`src/hdl/assert_macros.svh`:
```
// Assertion macros shared by the classifier RTL.
`ifndef ASSERT_MACROS_SVH
`define ASSERT_MACROS_SVH

// Same-cycle implication, checked outside reset.
`define BTC_ASSERT_IMP(lbl, clk, rstn, ante, cons) \
	lbl: assert property (@(posedge clk) disable iff (!rstn) (ante) |-> (cons)) \
		else $error("implication check failed");

// Next-cycle implication, checked outside reset.
`define BTC_ASSERT_NXT(lbl, clk, rstn, ante, cons) \
	lbl: assert property (@(posedge clk) disable iff (!rstn) (ante) |=> (cons)) \
		else $error("next-cycle check failed");

`endif

```
`src/hdl/btc_pkg.sv`:
```
// Shared constants, codes and types of the frame track classifier.
package btc_pkg;

	localparam int MAX_ROWS      = 60;
	localparam int BYTES_PER_ROW = 10;
	localparam int LANES         = 8;
	localparam int CARRY_W       = 2;
	localparam int BYTE_W        = 8;
	localparam int BIR_W         = 4;
	localparam int ROW_W         = $clog2(MAX_ROWS + 1);
	localparam int COL_W         = 7;
	localparam int CNT_W         = 11;
	localparam int BAL_W         = 14;
	localparam int THR_W         = 13;
	localparam int RU_W          = 6;
	localparam int PCNT_W        = $clog2(LANES + 1);
	localparam int CFG_IDX_W     = 8;
	localparam int CFG_DATA_W    = 13;

	localparam int SPLIT_COL  = 40;
	localparam int CENTRE_LO  = 25;
	localparam int CENTRE_HI  = 55;
	localparam int OUTER_LO   = 15;
	localparam int OUTER_HI   = 65;
	localparam int TURN_RESET = 150;
	localparam int ROWS_RESET = 15;
	localparam int CNT_MAX    = 2047;
	localparam int BAL_MAX    = 8191;
	localparam int BAL_MIN    = -8192;

	localparam logic [CFG_IDX_W-1:0] REG_TURN_THRESHOLD = CFG_IDX_W'(0);
	localparam logic [CFG_IDX_W-1:0] REG_ROWS_USED      = CFG_IDX_W'(1);

	typedef enum logic [2:0] {
		TRK_LEFT     = 3'd0,
		TRK_RIGHT    = 3'd1,
		TRK_ROUND    = 3'd2,
		TRK_STRAIGHT = 3'd3,
		TRK_CROSS    = 3'd4
	} track_t;

	// What one filtered pixel contributes to the frame counters.
	typedef struct packed {
		logic neg;
		logic pos;
		logic cset;
		logic oset;
		logic cclr;
		logic oclr;
	} lane_hit_t;

	typedef struct packed {
		logic signed [BAL_W-1:0] bal;
		logic [CNT_W-1:0]        cset;
		logic [CNT_W-1:0]        cclr;
		logic [CNT_W-1:0]        oset;
		logic [CNT_W-1:0]        oclr;
	} frame_sums_t;

endpackage

```
`src/hdl/btc_lane.sv`:
```
// One pixel lane: majority filter and band decode for a single column.
module btc_lane (
	input  logic [2:0]                   nbhd,
	input  logic [btc_pkg::COL_W-1:0]    col,
	input  logic                         en,
	output btc_pkg::lane_hit_t           hit
);
	import btc_pkg::*;

	logic maj;
	logic left_half;
	logic centre;
	logic outer_s;
	logic outer_c;

	always_comb begin
		maj       = (nbhd[2] & nbhd[1]) | (nbhd[2] & nbhd[0]) | (nbhd[1] & nbhd[0]);
		left_half = col < COL_W'(SPLIT_COL);
		centre    = (col > COL_W'(CENTRE_LO)) && (col < COL_W'(CENTRE_HI));
		// The right outer band starts one column later for clear pixels.
		outer_s   = (col < COL_W'(OUTER_LO)) || (col >= COL_W'(OUTER_HI));
		outer_c   = (col < COL_W'(OUTER_LO)) || (col > COL_W'(OUTER_HI));

		hit.neg  = en & maj & left_half;
		hit.pos  = en & maj & ~left_half;
		hit.cset = en & maj & centre;
		hit.oset = en & maj & outer_s;
		hit.cclr = en & ~maj & centre;
		hit.oclr = en & ~maj & outer_c;
	end

endmodule

```
`src/hdl/btc_merge.sv`:
```
// Merge stage: sums the lane hits into the frame counters and holds the final sums.
module btc_merge (
	input  logic                                       clk,
	input  logic                                       arst_n,
	input  logic                                       step,
	input  logic                                       last,
	input  btc_pkg::lane_hit_t [btc_pkg::LANES-1:0]    hits,
	input  logic                                       take,
	output btc_pkg::frame_sums_t                       sums,
	output logic                                       sums_valid
);
	import btc_pkg::*;

	logic signed [BAL_W-1:0] bal_q;
	logic [CNT_W-1:0]        cset_q;
	logic [CNT_W-1:0]        cclr_q;
	logic [CNT_W-1:0]        oset_q;
	logic [CNT_W-1:0]        oclr_q;

	logic [PCNT_W-1:0] n_neg, n_pos, n_cset, n_oset, n_cclr, n_oclr;
	logic signed [BAL_W+1:0] bal_wide;
	frame_sums_t nxt;
	frame_sums_t sums_q;
	logic        sums_valid_q;

	function automatic logic [CNT_W-1:0] sat_add(input logic [CNT_W-1:0] c,
	                                             input logic [PCNT_W-1:0] n);
		logic [CNT_W:0] s;
		s = {1'b0, c} + (CNT_W + 1)'(n);
		return (s > (CNT_W + 1)'(CNT_MAX)) ? CNT_W'(CNT_MAX) : s[CNT_W-1:0];
	endfunction

	always_comb begin
		n_neg  = '0;
		n_pos  = '0;
		n_cset = '0;
		n_oset = '0;
		n_cclr = '0;
		n_oclr = '0;
		for (int i = 0; i < LANES; i++) begin
			n_neg  = n_neg  + PCNT_W'(hits[i].neg);
			n_pos  = n_pos  + PCNT_W'(hits[i].pos);
			n_cset = n_cset + PCNT_W'(hits[i].cset);
			n_oset = n_oset + PCNT_W'(hits[i].oset);
			n_cclr = n_cclr + PCNT_W'(hits[i].cclr);
			n_oclr = n_oclr + PCNT_W'(hits[i].oclr);
		end

		bal_wide = (BAL_W + 2)'(bal_q) + (BAL_W + 2)'(n_pos) - (BAL_W + 2)'(n_neg);
		if (bal_wide > BAL_MAX) begin
			nxt.bal = BAL_W'(BAL_MAX);
		end else if (bal_wide < BAL_MIN) begin
			nxt.bal = BAL_W'(BAL_MIN);
		end else begin
			nxt.bal = bal_wide[BAL_W-1:0];
		end
		nxt.cset = sat_add(cset_q, n_cset);
		nxt.cclr = sat_add(cclr_q, n_cclr);
		nxt.oset = sat_add(oset_q, n_oset);
		nxt.oclr = sat_add(oclr_q, n_oclr);
	end

	always_ff @(posedge clk or negedge arst_n) begin
		if (!arst_n) begin
			bal_q  <= '0;
			cset_q <= '0;
			cclr_q <= '0;
			oset_q <= '0;
			oclr_q <= '0;
		end else if (step) begin
			if (last) begin
				bal_q  <= '0;
				cset_q <= '0;
				cclr_q <= '0;
				oset_q <= '0;
				oclr_q <= '0;
			end else begin
				bal_q  <= nxt.bal;
				cset_q <= nxt.cset;
				cclr_q <= nxt.cclr;
				oset_q <= nxt.oset;
				oclr_q <= nxt.oclr;
			end
		end
	end

	// The final sums of a frame wait here until the output register takes them.
	always_ff @(posedge clk or negedge arst_n) begin
		if (!arst_n) begin
			sums_valid_q <= 1'b0;
		end else if (step && last) begin
			sums_valid_q <= 1'b1;
		end else if (take) begin
			sums_valid_q <= 1'b0;
		end
	end

	always_ff @(posedge clk) begin
		if (step && last) begin
			sums_q <= nxt;
		end
	end

	assign sums       = sums_q;
	assign sums_valid = sums_valid_q;

endmodule

```
`src/hdl/binary_frame_track_classifier.sv`:
```
// Top level of the binary frame track classifier: position tracking, lanes and result register.
//
// Usage: a packed 1-bit frame enters on the byte channel (byte_valid, byte_stall,
// pixel_byte, frame_last), ten bytes per 80-pixel row, bit 7 leftmost. A transfer
// happens at a rising edge with byte_valid high and byte_stall low. While byte_stall is
// low, one byte is taken every cycle; eight pixel lanes filter and decode the eight columns
// that the byte completes, and a merge stage adds their hits to the frame counters.
// The byte that carries frame_last yields one result on the result channel
// (result_valid, result_stall, track_type, balance, round_count, cross_count) through
// the s1, merge and output registers; no other byte yields a result. The counters and the
// row position clear with that byte, so the next frame may follow at once.
// While result_stall holds a result, one more frame's final sums can wait in the
// merge stage; only a further final byte then raises byte_stall, every other byte
// still flows. Configuration (turn_threshold index 0, rows_used index 1) is written
// through cfg_valid/cfg_ready, always ready. It must be written only while the block
// is idle; the block itself does not enforce this. Reset clears all counters, the row
// position and the result channel, and loads the threshold with 150 and rows_used with 15.
`include "assert_macros.svh"

module binary_frame_track_classifier (
	input  logic                               clk,
	input  logic                               arst_n,
	input  logic                               byte_valid,
	output logic                               byte_stall,
	input  logic [btc_pkg::BYTE_W-1:0]         pixel_byte,
	input  logic                               frame_last,
	output logic                               result_valid,
	input  logic                               result_stall,
	output logic [2:0]                         track_type,
	output logic signed [btc_pkg::BAL_W-1:0]   balance,
	output logic [btc_pkg::CNT_W-1:0]          round_count,
	output logic [btc_pkg::CNT_W-1:0]          cross_count,
	input  logic                               cfg_valid,
	output logic                               cfg_ready,
	input  logic [btc_pkg::CFG_IDX_W-1:0]      cfg_index,
	input  logic [btc_pkg::CFG_DATA_W-1:0]     cfg_data
);
	import btc_pkg::*;

	logic [THR_W-1:0]   thr_q;
	logic [RU_W-1:0]    rows_q;
	logic [CARRY_W-1:0] carry_q;
	logic [BIR_W-1:0]   bir_q;
	logic [ROW_W-1:0]   row_q;

	lane_hit_t [LANES-1:0] hits;
	lane_hit_t [LANES-1:0] hits_s1;
	logic                  valid_s1;
	logic                  last_s1;

	frame_sums_t sums;
	logic        sums_valid;

	logic               accept;
	logic               row_ok;
	logic [COL_W-1:0]   col_base;
	logic [CARRY_W+BYTE_W-1:0] win;
	logic               out_free;
	logic               take;
	logic               sums_free;
	logic               s1_go;

	logic               out_valid_q;
	track_t             type_q;
	logic signed [BAL_W-1:0] bal_q;
	logic [CNT_W-1:0]   round_q;
	logic [CNT_W-1:0]   cross_q;

	logic [BAL_W-1:0]   mag;
	track_t             type_nx;

	// Configuration registers.
	always_ff @(posedge clk or negedge arst_n) begin
		if (!arst_n) begin
			thr_q  <= THR_W'(TURN_RESET);
			rows_q <= RU_W'(ROWS_RESET);
		end else if (cfg_valid) begin
			unique case (cfg_index)
				REG_TURN_THRESHOLD: thr_q  <= cfg_data[THR_W-1:0];
				REG_ROWS_USED:      rows_q <= cfg_data[RU_W-1:0];
				default: ;
			endcase
		end
	end
	assign cfg_ready = 1'b1;

	// Flow control. Only a final byte needs room in the merge stage's result hold.
	assign out_free   = !out_valid_q || !result_stall;
	assign take       = sums_valid && out_free;
	assign sums_free  = !sums_valid || take;
	assign s1_go      = valid_s1 && (!last_s1 || sums_free);
	assign byte_stall = valid_s1 && !s1_go;
	assign accept     = byte_valid && !byte_stall;

	// Position in the frame.
	always_ff @(posedge clk or negedge arst_n) begin
		if (!arst_n) begin
			carry_q <= '0;
			bir_q   <= '0;
			row_q   <= '0;
		end else if (accept) begin
			if (frame_last) begin
				carry_q <= '0;
				bir_q   <= '0;
				row_q   <= '0;
			end else begin
				carry_q <= pixel_byte[CARRY_W-1:0];
				if (bir_q == BIR_W'(BYTES_PER_ROW - 1)) begin
					bir_q <= '0;
					if (row_q < ROW_W'(MAX_ROWS)) begin
						row_q <= row_q + 1'b1;
					end
				end else begin
					bir_q <= bir_q + 1'b1;
				end
			end
		end
	end

	assign row_ok   = (32'(row_q) < 32'(rows_q)) && (32'(row_q) < 32'(MAX_ROWS));
	assign col_base = {bir_q, 3'b000};
	// Window bit 9 is two columns left of the byte, bit 0 its rightmost pixel.
	assign win      = {carry_q, pixel_byte};

	for (genvar j = 0; j < LANES; j++) begin : g_lane
		localparam bit EDGE_LANE = (j < CARRY_W);
		logic en;
		logic [COL_W-1:0] col;

		// At the start of a row the first two lanes are off: their windows reach the carried pixels.
		assign en  = row_ok && (!EDGE_LANE || (bir_q != '0));
		assign col = col_base + COL_W'(j) - COL_W'(1);

		btc_lane u_lane (
			.nbhd (win[CARRY_W+BYTE_W-1-j -: 3]),
			.col  (col),
			.en   (en),
			.hit  (hits[j])
		);
	end

	always_ff @(posedge clk or negedge arst_n) begin
		if (!arst_n) begin
			valid_s1 <= 1'b0;
		end else if (!byte_stall) begin
			valid_s1 <= byte_valid;
		end
	end

	always_ff @(posedge clk) begin
		if (accept) begin
			hits_s1 <= hits;
			last_s1 <= frame_last;
		end
	end

	btc_merge u_merge (
		.clk        (clk),
		.arst_n     (arst_n),
		.step       (s1_go),
		.last       (last_s1),
		.hits       (hits_s1),
		.take       (take),
		.sums       (sums),
		.sums_valid (sums_valid)
	);

	// Classification of the final sums.
	always_comb begin
		mag = sums.bal[BAL_W-1] ? BAL_W'(-sums.bal) : sums.bal;
		priority if (mag > BAL_W'(thr_q)) begin
			type_nx = (sums.bal > 0) ? TRK_LEFT : TRK_RIGHT;
		end else if (sums.cset > sums.cclr) begin
			type_nx = TRK_ROUND;
		end else if (sums.oset > sums.oclr) begin
			type_nx = TRK_STRAIGHT;
		end else begin
			type_nx = TRK_CROSS;
		end
	end

	always_ff @(posedge clk or negedge arst_n) begin
		if (!arst_n) begin
			out_valid_q <= 1'b0;
		end else if (out_free) begin
			out_valid_q <= sums_valid;
		end
	end

	always_ff @(posedge clk) begin
		if (take) begin
			type_q  <= type_nx;
			bal_q   <= sums.bal;
			round_q <= sums.cset;
			cross_q <= sums.oset;
		end
	end

	assign result_valid = out_valid_q;
	assign track_type   = type_q;
	assign balance      = bal_q;
	assign round_count  = round_q;
	assign cross_count  = cross_q;

	`BTC_ASSERT_IMP(a_stall_only_final, clk, arst_n, byte_stall, valid_s1 && last_s1)
	`BTC_ASSERT_NXT(a_final_clears_pos, clk, arst_n, accept && frame_last,
		(bir_q == '0) && (row_q == '0))
	`BTC_ASSERT_IMP(a_byte_pos_range, clk, arst_n, 1'b1, bir_q < BIR_W'(BYTES_PER_ROW))
	`BTC_ASSERT_IMP(a_row_range, clk, arst_n, 1'b1, row_q <= ROW_W'(MAX_ROWS))

endmodule

```
`config.mk`:
```
export PLATFORM = sky130hd
export DESIGN_NAME = binary_frame_track_classifier
export DESIGN_NICKNAME = d
export VERILOG_FILES = /design/src/hdl/btc_pkg.sv /design/src/hdl/btc_lane.sv /design/src/hdl/btc_merge.sv /design/src/hdl/binary_frame_track_classifier.sv
export VERILOG_INCLUDE_DIRS = /design/src /design/src/hdl
export SDC_FILE = /design/constraint.sdc
export NUM_CORES = 1
export LEC_CHECK = 0
export ABC_AREA = 1
export BUFFER_PORTS_ARGS = -buffer_cell sky130_fd_sc_hd__buf_2
export CAP_MARGIN = 40
export CORE_ASPECT_RATIO = 1.75
export CORE_MARGIN = 3
export CORE_UTILIZATION = 59
export CTS_CLUSTER_DIAMETER = 40
export DETAILED_ROUTE_END_ITERATION = 16
export PLACE_DENSITY = 0.78
export SKIP_CTS_REPAIR_TIMING = 1
export SYNTH_ARGS = -nofsm -noshare
export SYNTH_HDL_FRONTEND = slang
export SYNTH_SLANG_ARGS = --single-unit
```
`constraint.sdc`:
```
create_clock -name clk -period 6.7 [get_ports clk]
set_input_delay 1.34 -clock clk [delete_from_list [all_inputs] [get_ports clk]]
set_output_delay 1.34 -clock clk [all_outputs]
set_load 0.01 [all_outputs]
```
# Word-level counts from Yosys, hierarchy flattened
# Index checks and enable logic that the tools add are counted.
# totals
regBits,238
inputBits,35
output_inout_bits,42
# classes
addsub,66
magnitude_cmp,61
eq_ne,2
mux,24
bitwise_logic,113
n_reduce_logical,48
# op_table
cell,count
4-bit by 1-bit adder with 4-bit output,36
"7-bit by 6-bit < comparator with 1-bit output, second input constant",16
11-bit 2-to-1 mux,8
1-bit bitwise AND,81
"7-bit greater-or-equal comparator, second input constant",8
"7-bit by 5-bit > comparator with 1-bit output, second input constant",8
"7-bit > comparator, second input constant",8
"7-bit by 4-bit < comparator with 1-bit output, second input constant",8
14-bit 2-to-1 mux,4
"7-bit by 1-bit subtractor with 7-bit output, second input constant",8
11-bit by 4-bit adder with 12-bit output,4
"12-bit by 11-bit > comparator with 1-bit output, second input constant",4
"7-bit by 3-bit adder with 7-bit output, second input constant",4
11-bit > comparator,2
1-bit logical OR,19
6-bit 2-to-1 mux,3
"16-bit by 14-bit > comparator with 1-bit output, second input constant",1
"16-bit by 14-bit < comparator with 1-bit output, second input constant",1
1-bit inverter,16
1-bit bitwise OR,16
16-bit by 4-bit subtractor with 16-bit output,1
14-bit by 5-bit adder with 15-bit output,1
1-bit logical AND,15
"7-bit by 2-bit adder with 7-bit output, second input constant",2
other kinds (21),40

# Depth between registers and ports, before layout
# Gate-level depths: netlist of run 1.
# depth
depth_word,13
mapped_depth,29
ltp_nobuf,28

# By module
# Synthesis of run 1 repeated with hierarchy kept, for this count alone.
# unflattened
cells_unflattened,1730
area_unflattened_um2,14497.7
# modules_own_cells
mod,instances,cells_each,area_per_inst_um2,seq_area_each_um2
btc_merge,1,819,7239.4,3218.1
binary_frame_track_classifier,1,527,5696.7,3478.3
btc_lane,8,48,195.2,0.0

# Worst setup path before layout of run 1
# Ideal clock, no wire load.
# synth_path
path_kind,flip-flop to flip-flop
start,register hits_s1[4] (netlist bit)
end,"register u_merge.sums_q, in the netlist u_merge.sums[44] (data pin)"
arrival_time_ps,4798
required_ps,6451
slack_ps,1653
stages_incl_launch_ff,26
path_cell_list,edfxtp_1 -> ha_1 -> inv_1 -> fa_1 -> fa_1 -> fa_1 -> fa_1 -> inv_1 -> fa_1 -> xor2_1 -> ha_1 -> a21oi_1 -> nand2_1 -> nand2_1 -> nand2_1 -> nor2_4 -> nand3_4 -> nor2_4 -> nand3_4 -> o21ai_4 -> inv_2 -> nand2_4 -> buf_12 -> nand2_2 -> nand2_1 -> inv_1
# synth_lines
element,line_no,text
"start, declared",binary_frame_track_classifier.sv:47,lane_hit_t [LANES-1:0] hits_s1;
"start signal, assigned",binary_frame_track_classifier.sv:152,hits_s1 <= hits;
"end signal, assigned",btc_merge.sv:100,sums_q <= nxt;
"end, declared",btc_merge.sv:23,frame_sums_t sums_q;

==> metrics.cfg, run 1 <==
[layout]
finalNetCount = 1641
layout_cell_share_with_drive_strength_beyond_1_pct = 12.56
final_core_utilization_pct = 67.31
stdcell_count = 1801
most_frequent_standard_cell_in_the_layout_excluding_fill_and_tap_cells = inv_1
synthToLayoutAreaGrowth_pct = 11.81
design_area_final_um2 = 14920
mostFrequentLayoutCells = 264 x inv_1, 246 x nand2_1, 146 x edfxtp_1
diode_count = 0

[logic_synthesis]
async_reset_ff_share_pct = 38.66
synth_top_flop_cell = edfxtp_1
synth_top_area_share_pct = 32.86
synthesis.nets = 1552
yosys-top-cells-area = edfxtp_1 33%, dfrtp_1 16%, ha_1 8.4%, inv_1 7.5%, nand2_1 6.9%
netlist_instances = 1397
post_synth_instance_area_um2 = 13340
avgSynthCellArea_um2 = 9.550
synth-edff-count = 146
postSynthRegisterBits = 238
synth.lib_cells_used.distinct = 51
yosys_warnings = 0
synth.largest_area_cell = edfxtp_1
sequential_fraction_of_the_synthesis_area_pct = 50.19

[place]
placedInstanceArea_um2 = 14040
dp_cells = 1755
dpl.hpwl_um = 20040
globalplace.congestion = 0.8768
port_buffers = 75

[pwr]
cellLeakagePower_nw = 7.046
power.density_nw_per_um2 = 402.5
power.total_mw = 6.004
vdd_drop_max_uv = 222.9

[clock_tree]
cts_tree = yes
clock_latency_ps = 540
longest_clk_path_bufs = 3
worst_setup_hold_path_clk_slew_ps = 70
cts.sinks = 238
clock_tree.root_cell = clkbuf_16
cts_buffers = 25
htree_levels = 1

[timing]
setup_viol = 0
max_slew.worst_pin.slew_ps = 884.1
setup_repair_after_global_routing_missed_its_margin = no
report.final.slew_viol_count = 0
min_period_over_period_pct = 80.65
post-route-min-period_ps = 5404
final_hold_viol_count = 0
max_slew_margin_pct = 40.85
timing.clock.skew_ps = 8.395
max_freq_mhz = 185.1
setup_total_negative_slack_ps = 0

[route]
firstDrtPassIters = 6
dr_total_vias = 9407
viasPerCell = 5.223
first_iter_violations = 481
drt_drc_violations_left = 0
wl_um = 26910
final_antenna_net_count = 0
post_drt_wl_per_cell_um = 14.94

[grt]
grt.overflow.total = 0
number_of_global_route_vias_before_repair = 9703
first_pass_grt_wire_length_um = 45280
grt.total_usage_pct = 22.75
grt_antenna_before_repair = 0
maximum_number_of_pins_on_one_net_before_global_route_repair = 61

[floorplanning]
coreArea_um2 = 22160
boundaryPins = 77
floorplan.initialDensity_pct = 60.20
rows = 72
die_area_um2 = 24530
dieWidth_um = 119.7
dieHeight_um = 204.9

[critical_path]
timing.critical_path.required_ps = 7180
crit_path_max_incr_delay_ps = 510
setup.worst_path.end_class = register
critical_path.max_fanout = 15
cp-start-kind = register
worstSetupPathType = register to register
worst_ep_arrival_time_ps = 5880
critical-path-slowest-cell = fa_1
crit_top_cell = nand2_1

[job]
number_of_maximum_capacitance_violations = 0

[min_path]
min_path_type = register to register

[run_status]
run_status = finished, final reports clean

critical path: cells and delay by family (launching register included):
kind	cells	cell delay, ps
buffers and inverters	1	50
AOI/OAI and AO/OA	1	290
xor gates and xnor gates	2	320
adders and majority gates	7	2730
and+or+nand+nor	16	1600
DFF	1	370
kinds of logic after synthesis:
kind of cell               synth area share (%)
buffers and inverters                     8.450
other                                   0.02811
and+or+nand+nor                           17.37
adders and majority gates                 12.94
xor gates and xnor gates                  3.479
DFF                                       50.19
AOI/OAI and AO/OA                         7.540
path summary, 6_finish.rpt:
path                       slack, ps  depth (start not counted)              from                 to
max                             1300                         27       hits_s1[10]   u_merge.bal_q[6]
min reg2reg                      460                          0  u_merge.sums[20]     cross_count[9]
min                              460                          0  u_merge.sums[20]     cross_count[9]
max in group asynchronous       4740                          2            arst_n  u_merge.oset_q[2]
min in group asynchronous        750                          1            arst_n          rows_q[4]
max reg2reg                     1300                         27       hits_s1[10]   u_merge.bal_q[6]
metal layers:
layer / global-route usage, % / wire [µm]
met1: 25.59 / 10300
met2: 43.04 / 14530
met3: 2.597 / 960
met4: 9.791 / 1117
met5: 0 / 0
sequential cells by signal (all words and copies together), names as in the netlist, 2 cells and up:
name and cells:
u_merge.oclr_q 11, balance 14, u_merge.oset_q 11, rows_q 6
track_type 3, cross_count 11, bir_q 4, u_merge.sums 58
u_merge.bal_q 14, u_merge.cclr_q 11, hits_s1 48, row_q 6
round_count 11, carry_q 2, u_merge.cset_q 11, thr_q 13
cell usage after synthesis, drive strengths merged (3+ instances only):
cell type  number
xnor2          15
or2             5
dfrtp          84
clkbuf         15
buf             5
nand3b          3
nand4          14
edfxtp        146
nor4            5
o22ai          11
a22o            9
o211ai          4
o21ai          84
dfstp           8
nor2          145
nor3           20
o21bai          5
a21oi          46
nand2         273
inv           268
ha             90
nand3          53
xor2           38
nor3b           3
fa             30
layout make-up:
type                    instances  area [µm²]
well taps                     296       370.4
clock inverters                19       242.7
fillers                      1708        7244
inverters                     269        1010
flip-flops and latches        238        6696
repair buffers                 82       430.4
multi-input cells             870        5534
clock buffers                  27       633.1
per-stage QoR:
step	setup WS, ps	hold WS, ps
3_3_place_gp	1424	434.1
3_5_place_dp	1255	447.2
2_1_floorplan	1653	424.4
5_1_grt	978.3	485.2
4_1_cts	1233	462.0
6_report	1296	462.8
power breakdown:
group / internal (mW) / switching [mW] / total (mW)
Clock: 0.828 / 0.631 / 1.46
Sequential: 1.96 / 0.194 / 2.15
Combinational: 0.919 / 1.47 / 2.39
Power figures use the tool's default switching activity.
==> run 2: changes to the inputs <==
--- a/config.mk
+++ b/config.mk
@@ -6,15 +6,15 @@
 export SDC_FILE = /design/constraint.sdc
 export NUM_CORES = 1
 export LEC_CHECK = 0
-export ABC_AREA = 1
+export ABC_AREA = 0
 export BUFFER_PORTS_ARGS = -buffer_cell sky130_fd_sc_hd__buf_2
 export CAP_MARGIN = 40
 export CORE_ASPECT_RATIO = 1.75
 export CORE_MARGIN = 3
-export CORE_UTILIZATION = 59
+export CORE_UTILIZATION = 56
 export CTS_CLUSTER_DIAMETER = 40
 export DETAILED_ROUTE_END_ITERATION = 16
-export PLACE_DENSITY = 0.78
+export PLACE_DENSITY = 0.77
 export SKIP_CTS_REPAIR_TIMING = 1
 export SYNTH_ARGS = -nofsm -noshare
 export SYNTH_HDL_FRONTEND = slang
==> constraint.sdc (replaced) <==
create_clock -name clk -period 4.9 [get_ports clk]
set_input_delay 0.98 -clock clk [delete_from_list [all_inputs] [get_ports clk]]
set_output_delay 0.98 -clock clk [all_outputs]
set_load 0.01 [all_outputs]
==> metrics.cfg, run 2 <==
[grt]
grt.total_usage_pct = 21.88  ; -0.87 points
number_of_global_route_vias_before_repair = 9610  ; -0.96%
grt_util_met1_pct = 24.63  ; -0.96 points
first_pass_grt_wire_length_um = 45330  ; +0.12%
use_met3_pct = 2.979  ; +0.38 points
maximum_number_of_pins_on_one_net_before_global_route_repair = 65  ; +6.6%
grt.overflow.total = 0  ; unchanged
grt_antenna_before_repair = 0  ; unchanged
grt.busiest_layer = met2
grt.met2_usage_pct = 41.06  ; -2.0 points

[logic_synthesis]
synth_top_area_share_pct = 33.34  ; +0.48 points
avgSynthCellArea_um2 = 10.88  ; +14%
netlist_instances = 1209  ; -13%
synth.lib_cells_used.distinct = 75  ; +47%
synth-edff-count = 146  ; unchanged
postSynthRegisterBits = 238  ; unchanged
synth_compound_area_share_pct = 12.97  ; +5.4 points
post_synth_most_frequent_cells = 150 x inv_1, 146 x edfxtp_1, 116 x nand2_1
async_reset_ff_share_pct = 38.66  ; unchanged
synth-adder-area-share_pct = 13.74  ; +0.80 points
yosys-top-cells-area = edfxtp_1 33%, dfrtp_1 16%, ha_1 8.6%, fa_1 4.6%, inv_1 4.3%
synth_top_flop_cell = edfxtp_1
synthesis.nets = 1364  ; -12%
most_frequent_cell_after_synthesis = inv_1
sequential_fraction_of_the_synthesis_area_pct = 50.92  ; +0.73 points
synth.largest_area_cell = edfxtp_1
synth.area.mux_share_pct = 0.6850  ; +0.68 points
synthXorXnorAreaFrac_pct = 3.577  ; +0.098 points
post_synth_instance_area_um2 = 13150  ; -1.4%
yosys_warnings = 0  ; unchanged
post_synth_and_or_nand_nor_area_fraction_pct = 12.52  ; -4.8 points
main_combinational_cell_family_by_area_after_synthesis = adder cells

[run_status]
violations = negative setup slack
run_status = complete, but fails checks

[critical_path]
cp-start-kind = register
critical_path.reg2reg.endpoint = u_merge.bal_q[8]
worstSetupPathType = register to register
crit_path_max_incr_delay_ps = 530  ; +20 ps
regToRegStartpoint = hits_s1[4]
setup.worst_path.start = hits_s1[4]
worst_r2r_path_depth = 21  ; -22%
setup.worst_path.end_class = register
critical_path.max_fanout = 5  ; -10
setup.reg_to_reg.worst_slack_ps = -620  ; -1920 ps
timing.critical_path.required_ps = 5340  ; -1840 ps
worst_ep_arrival_time_ps = 5960  ; +80 ps
worstPathCellList = ha_1 -> inv_1 -> fa_1 -> fa_1 -> fa_2 -> fa_2 -> inv_2 -> ha_4 -> a21oi_4 -> nor2b_1 -> nor3_1 -> nor2_1 -> ha_1 -> buf_4 -> o21a_1 -> a211oi_2 -> nand2_2 -> nor4_1 -> a31oi_2 -> or4_1 -> o211ai_1
endpoint = u_merge.bal_q[8]
critical-path-slowest-cell = fa_2

[route]
firstDrtPassIters = 5  ; -1
wl_um = 27240  ; +1.3%
final_antenna_net_count = 0  ; unchanged
viasPerCell = 5.567  ; +6.6%
drt_drc_violations_left = 0  ; unchanged
first_iter_violations = 498  ; +3.5%
dr_total_vias = 9225  ; -1.9%
post_drt_wl_per_cell_um = 16.44  ; +10%

[timing]
max_slew.worst_pin.slew_ps = 789.4  ; -94.69 ps
setup_repair_after_global_routing_missed_its_margin = yes
setup_viol = 28  ; +28
report.final.slew_viol_count = 0  ; unchanged
setup_slack_ps = -621.7  ; -1918 ps
final_hold_viol_count = 0  ; unchanged
post-route-min-period_ps = 5522  ; +117.9 ps
max_freq_mhz = 181.1  ; -2.1%
timing.clock.skew_ps = 11.01  ; +2.618 ps
min_period_over_period_pct = 112.7  ; +32 points
max_slew_margin_pct = 47.38  ; +6.5 points
setup_total_negative_slack_ps = -13170  ; -13170 ps

[clock_tree]
longest_clk_path_bufs = 3  ; unchanged
clock_latency_ps = 530  ; about the same
worst_setup_hold_path_clk_slew_ps = 60  ; about the same
htree_levels = 1  ; unchanged
cts_tree = yes
cts.sinks = 238  ; unchanged
clock_tree.root_cell = clkbuf_16
cts_buffers = 27  ; +8.0%

[pwr]
pwr-share-seq_pct = 36.7  ; +0.9 points
p_int_mw = 5.090  ; +37%
clock_power_share_pct = 25.6  ; +1.3 points
cellLeakagePower_nw = 6.822  ; -3.2%
vdd_drop_max_uv = 313.9  ; +41%
power_switching_share_pct = 34.85  ; -3.4 points
reported_net_switching_power_mw = 2.722  ; +18%
comb_power_share_pct = 37.6  ; -2.2 points
power.density_nw_per_um2 = 512.4  ; +27%

[floorplanning]
dieWidth_um = 121.8  ; +1.8%
coreArea_um2 = 22930  ; +3.4%
boundaryPins = 77  ; unchanged
rows = 73  ; +1.4%
die_area_um2 = 25430  ; +3.7%
floorplan.initialDensity_pct = 57.37  ; -2.8 points
dieHeight_um = 208.7  ; +1.9%

[place]
port_buffers = 75  ; unchanged
dpl.hpwl_um = 19520  ; -2.6%
dp_cells = 1602  ; -8.7%
globalplace.congestion = 0.8999  ; +2.6%

[layout]
finalNetCount = 1492  ; -9.1%
register_area_um2 = 6696  ; unchanged
layout_cell_share_with_drive_strength_beyond_1_pct = 17.10  ; +4.5 points
largest_reg_flops = 58  ; unchanged
stdcell_count = 1657  ; -8.0%
area_of_the_multi_input_gates_um2 = 5863  ; +5.9%
most_frequent_standard_cell_in_the_layout_excluding_fill_and_tap_cells = inv_1
diode_count = 0  ; unchanged
mostFrequentLayoutCells = 147 x inv_1, 146 x edfxtp_1, 115 x nand2_1
synthToLayoutAreaGrowth_pct = 15.92
fillerInstances = 1689  ; -1.1%

[min_path]
min_path_type = input port to asynchronous set/reset pin

[job]
number_of_maximum_capacitance_violations = 0  ; unchanged

==> run 2: worst min-delay path by stage <==
stage,startpoint,to,depth (start not counted)
2_1_floorplan,u_merge.sums[11],cross_count[0],0
3_3_place_gp,u_merge.sums[11],cross_count[0],0
3_5_place_dp,u_merge.sums[11],cross_count[0],0
4_1_cts,arst_n,row_q[1],2
5_1_grt,arst_n,row_q[1],2
6_report,arst_n,row_q[1],2
==> run 2: cell type report <==
class                           instances  share of cell area (%)
Clock buffer                           30                   4.572
Clock inverter                         19                   1.297
Inverter                              150                   3.693
Multi-Input combinational cell        786                   38.46
Sequential cell                       238                   43.93
Tap cell                              300                   2.462
Timing Repair Buffer                  134                   5.589
==> run 2: kinds of logic (layout without fill, tap and decap cells) <==
| family | after synthesis | in the layout |
|---|---|---|
| mux | 8 | 8 |
| other cells | 1 | 1 |
| simple gates | 343 | 343 |
| xor+xnor | 52 | 52 |
| flops | 238 | 238 |
| compound gates | 254 | 254 |
| fa+ha+maj | 128 | 128 |
| buf+inv | 185 | 333 |
==> run 2: worst max-delay path, delay by kind of cell, from the launching register on <==
family	cells	cell delay, ps
flops	1	390
fa+ha+maj	7	2690
compound gates	5	770
buf+inv	3	240
simple gates	6	1320
==> run 2: metrics by stage <==
step	total power, mW	hold WS, ps	cell area, µm²	util [%]	setup slack (ps)
5_1_grt	8.326	441.3	15240	66.50	-781.9
4_1_cts	7.688	436.2	15090	65.81	-682.0
3_3_place_gp	5.489	431.5	14170	61.79	-421.4
6_report	7.812	441.5	15240	66.50	-621.7
3_5_place_dp	5.627	433.0	14190	61.91	-636.6
2_1_floorplan	4.712	426.4	13180	-	-422.5
==> run 2: routing by layer <==
| layer | share of wire (%) | vias to the layer above |
|---|---|---|
| met2 | 54 | 246 |
| met4 | 3.2 | 0 |
| met5 | 0 | - |
| li1 | - | 4477 |
| met1 | 38 | 4437 |
| met3 | 4.4 | 65 |
==> run 2: power by group through the flow <==
stage                     Sequential, mW  Clock, mW  Combinational (mW)
after global placement              2.88          0                2.61
after floorplan                     2.79          0                1.92
after global routing                2.91       2.13                3.29
final                               2.87       2.00                2.94
after CTS                           2.86       2.04                2.79
after detailed placement            2.89          0                2.73
==> run 3: changes to the inputs <==
--- a/config.mk
+++ b/config.mk
@@ -7,7 +7,7 @@
 export NUM_CORES = 1
 export LEC_CHECK = 0
 export ABC_AREA = 0
-export BUFFER_PORTS_ARGS = -buffer_cell sky130_fd_sc_hd__buf_2
+export BUFFER_PORTS_ARGS = -buffer_cell sky130_fd_sc_hd__buf_4
 export CAP_MARGIN = 40
 export CORE_ASPECT_RATIO = 1.75
 export CORE_MARGIN = 3
==> metrics.cfg, run 3 (same netlist as run 2, synthesis figures left out) <==
[place]
dp_cells = 1605  ; +0.19%
dpl.hpwl_um = 19630  ; +0.57%
port_buffers = 75  ; unchanged
globalplace.congestion = 0.8942  ; -0.63%

[timing]
min_period_over_period_pct = 109.1  ; -3.5 points
report.final.slew_viol_count = 0  ; unchanged
max_slew.worst_pin.slew_ps = 795.5  ; +6.107 ps
final_hold_viol_count = 0  ; unchanged
setup_slack_ps = -448.0  ; +173.6 ps
setup_total_negative_slack_ps = -11610  ; +1557 ps
max_freq_mhz = 187.0  ; +3.2%
setup_repair_after_global_routing_missed_its_margin = yes
timing.clock.skew_ps = 13.99  ; +2.975 ps
setup_viol = 28  ; unchanged
max_slew_margin_pct = 46.97  ; -0.41 points
post-route-min-period_ps = 5348  ; -173.6 ps

[route]
post_drt_wl_per_cell_um = 16.22  ; -1.4%
viasPerCell = 5.590  ; +0.40%
first_iter_violations = 558  ; +12%
drt_drc_violations_left = 0  ; unchanged
firstDrtPassIters = 5  ; unchanged
wl_um = 26920  ; -1.2%
dr_total_vias = 9279  ; +0.59%
final_antenna_net_count = 0  ; unchanged

[critical_path]
setup.reg_to_reg.worst_slack_ps = -450  ; +170 ps
cp-start-kind = register
worst_ep_arrival_time_ps = 5650  ; -310 ps
timing.critical_path.required_ps = 5200  ; -140 ps
critical_path.reg2reg.endpoint = u_merge.sums[44]
worstSetupPathType = register to register
endpoint = u_merge.sums[44]
setup.worst_path.end_class = register
critical_path.max_fanout = 5  ; unchanged
setup.worst_path.start = hits_s1[10]
regToRegStartpoint = hits_s1[10]
worst_r2r_path_depth = 18  ; -14%

[floorplanning]
boundaryPins = 77  ; unchanged
floorplan.initialDensity_pct = 57.37  ; unchanged
rows = 73  ; unchanged
dieWidth_um = 121.8  ; unchanged
die_area_um2 = 25430  ; unchanged
dieHeight_um = 208.7  ; unchanged
coreArea_um2 = 22930  ; unchanged

[clock_tree]
cts.sinks = 238  ; unchanged
longest_clk_path_bufs = 3  ; unchanged
cts_tree = yes
htree_levels = 1  ; unchanged
clock_tree.root_cell = clkbuf_16
cts_buffers = 26  ; -3.7%
worst_setup_hold_path_clk_slew_ps = 70  ; about the same
clock_latency_ps = 530  ; about the same

[grt]
grt.overflow.total = 0  ; unchanged
first_pass_grt_wire_length_um = 44190  ; -2.5%
grt.total_usage_pct = 21.47  ; -0.41 points
grt_antenna_before_repair = 0  ; unchanged
number_of_global_route_vias_before_repair = 9433  ; -1.8%
maximum_number_of_pins_on_one_net_before_global_route_repair = 60  ; -7.7%

[pwr]
power.total_mw = 7.836  ; +0.30%
cellLeakagePower_nw = 6.902  ; +1.2%
vdd_drop_max_uv = 396.6  ; +26%
power.density_nw_per_um2 = 505.5  ; -1.3%

[layout]
finalNetCount = 1495  ; +0.20%
synthToLayoutAreaGrowth_pct = 17.86
mostFrequentLayoutCells = 147 x inv_1, 146 x edfxtp_1, 131 x buf_4
layout_cell_share_with_drive_strength_beyond_1_pct = 17.50  ; +0.40 points
stdcell_count = 1660  ; +0.18%
most_frequent_standard_cell_in_the_layout_excluding_fill_and_tap_cells = inv_1
largest_reg_flops = 58  ; unchanged
diode_count = 0  ; unchanged

[job]
number_of_maximum_capacitance_violations = 0  ; unchanged

[run_status]
run_status = complete, but fails checks
violations = negative setup slack

[min_path]
min_path_type = input port to asynchronous set/reset pin

run 3: cell count changes in the layout (fill, tap and decap cells not counted), sizes merged:
cell,before,now
buf,134,137
clkbuf,30,28
o221a,1,2
clkinvlp,0,1
inv,157,154
clkinv,11,13
bufinv,1,2
run 3: area by class of cell:
type | count | area, µm²
repair buffers | 137 | 1067
inverters | 150 | 565.5
multi-input cells | 787 | 5893
flip-flops and latches | 238 | 6696
clock inverters | 20 | 222.7
clock buffers | 28 | 679.4
well taps | 300 | 375.4
fillers | 1738 | 7426
run 3: where the power goes:
part           internal, mW  switching [mW]
combinational          1.42            1.54
clock                  1.15           0.851
sequential             2.59           0.284
total                  5.16            2.68
run 3: worst min-delay path by stage:
stage | start | to | cells past startpoint
final | arst_n | row_q[1] | 1
after detailed placement | u_merge.sums[11] | cross_count[0] | 0
after floorplan | u_merge.sums[11] | cross_count[0] | 0
after CTS | arst_n | row_q[1] | 1
after global placement | u_merge.sums[11] | cross_count[0] | 0
after global routing | arst_n | row_q[1] | 1
run 3: worst max-delay path, stage by stage, from the launching register on:
cell,delay [ps]
edfxtp_1,380
ha_1,290
inv_1,50
fa_1,500
fa_1,440
fa_2,370
fa_2,560
inv_4,50
fa_2,380
xor2_1,160
ha_1,330
o21a_1,180
o31a_1,140
a211oi_4,230
nand3b_4,100
or4_1,540
o221a_4,180
a21bo_1,200
inv_1,40
run 3: routing by layer:
metal / global-route usage (%) / vias up / share of wire (%)
met5: 0 / - / 0
li1: - / 4500 / -
met3: 2.789 / 68 / 4.4
met2: 39.88 / 253 / 54
met1: 24.58 / 4458 / 38
met4: 8.433 / 0 / 3.3
run 3: through the flow:
stage / setup slack (ps) / hold slack (ps) / utilization, % / area [µm²]
after CTS: -613.8 / 308.1 / 66.75 / 15300
after detailed placement: -569.7 / 440.7 / 62.82 / 14400
after global placement: -411.6 / 432.2 / 62.70 / 14370
final: -448.0 / 318.4 / 67.61 / 15500
after floorplan: -422.5 / 426.4 / - / 13180
after global routing: -626.8 / 302.0 / 67.61 / 15500
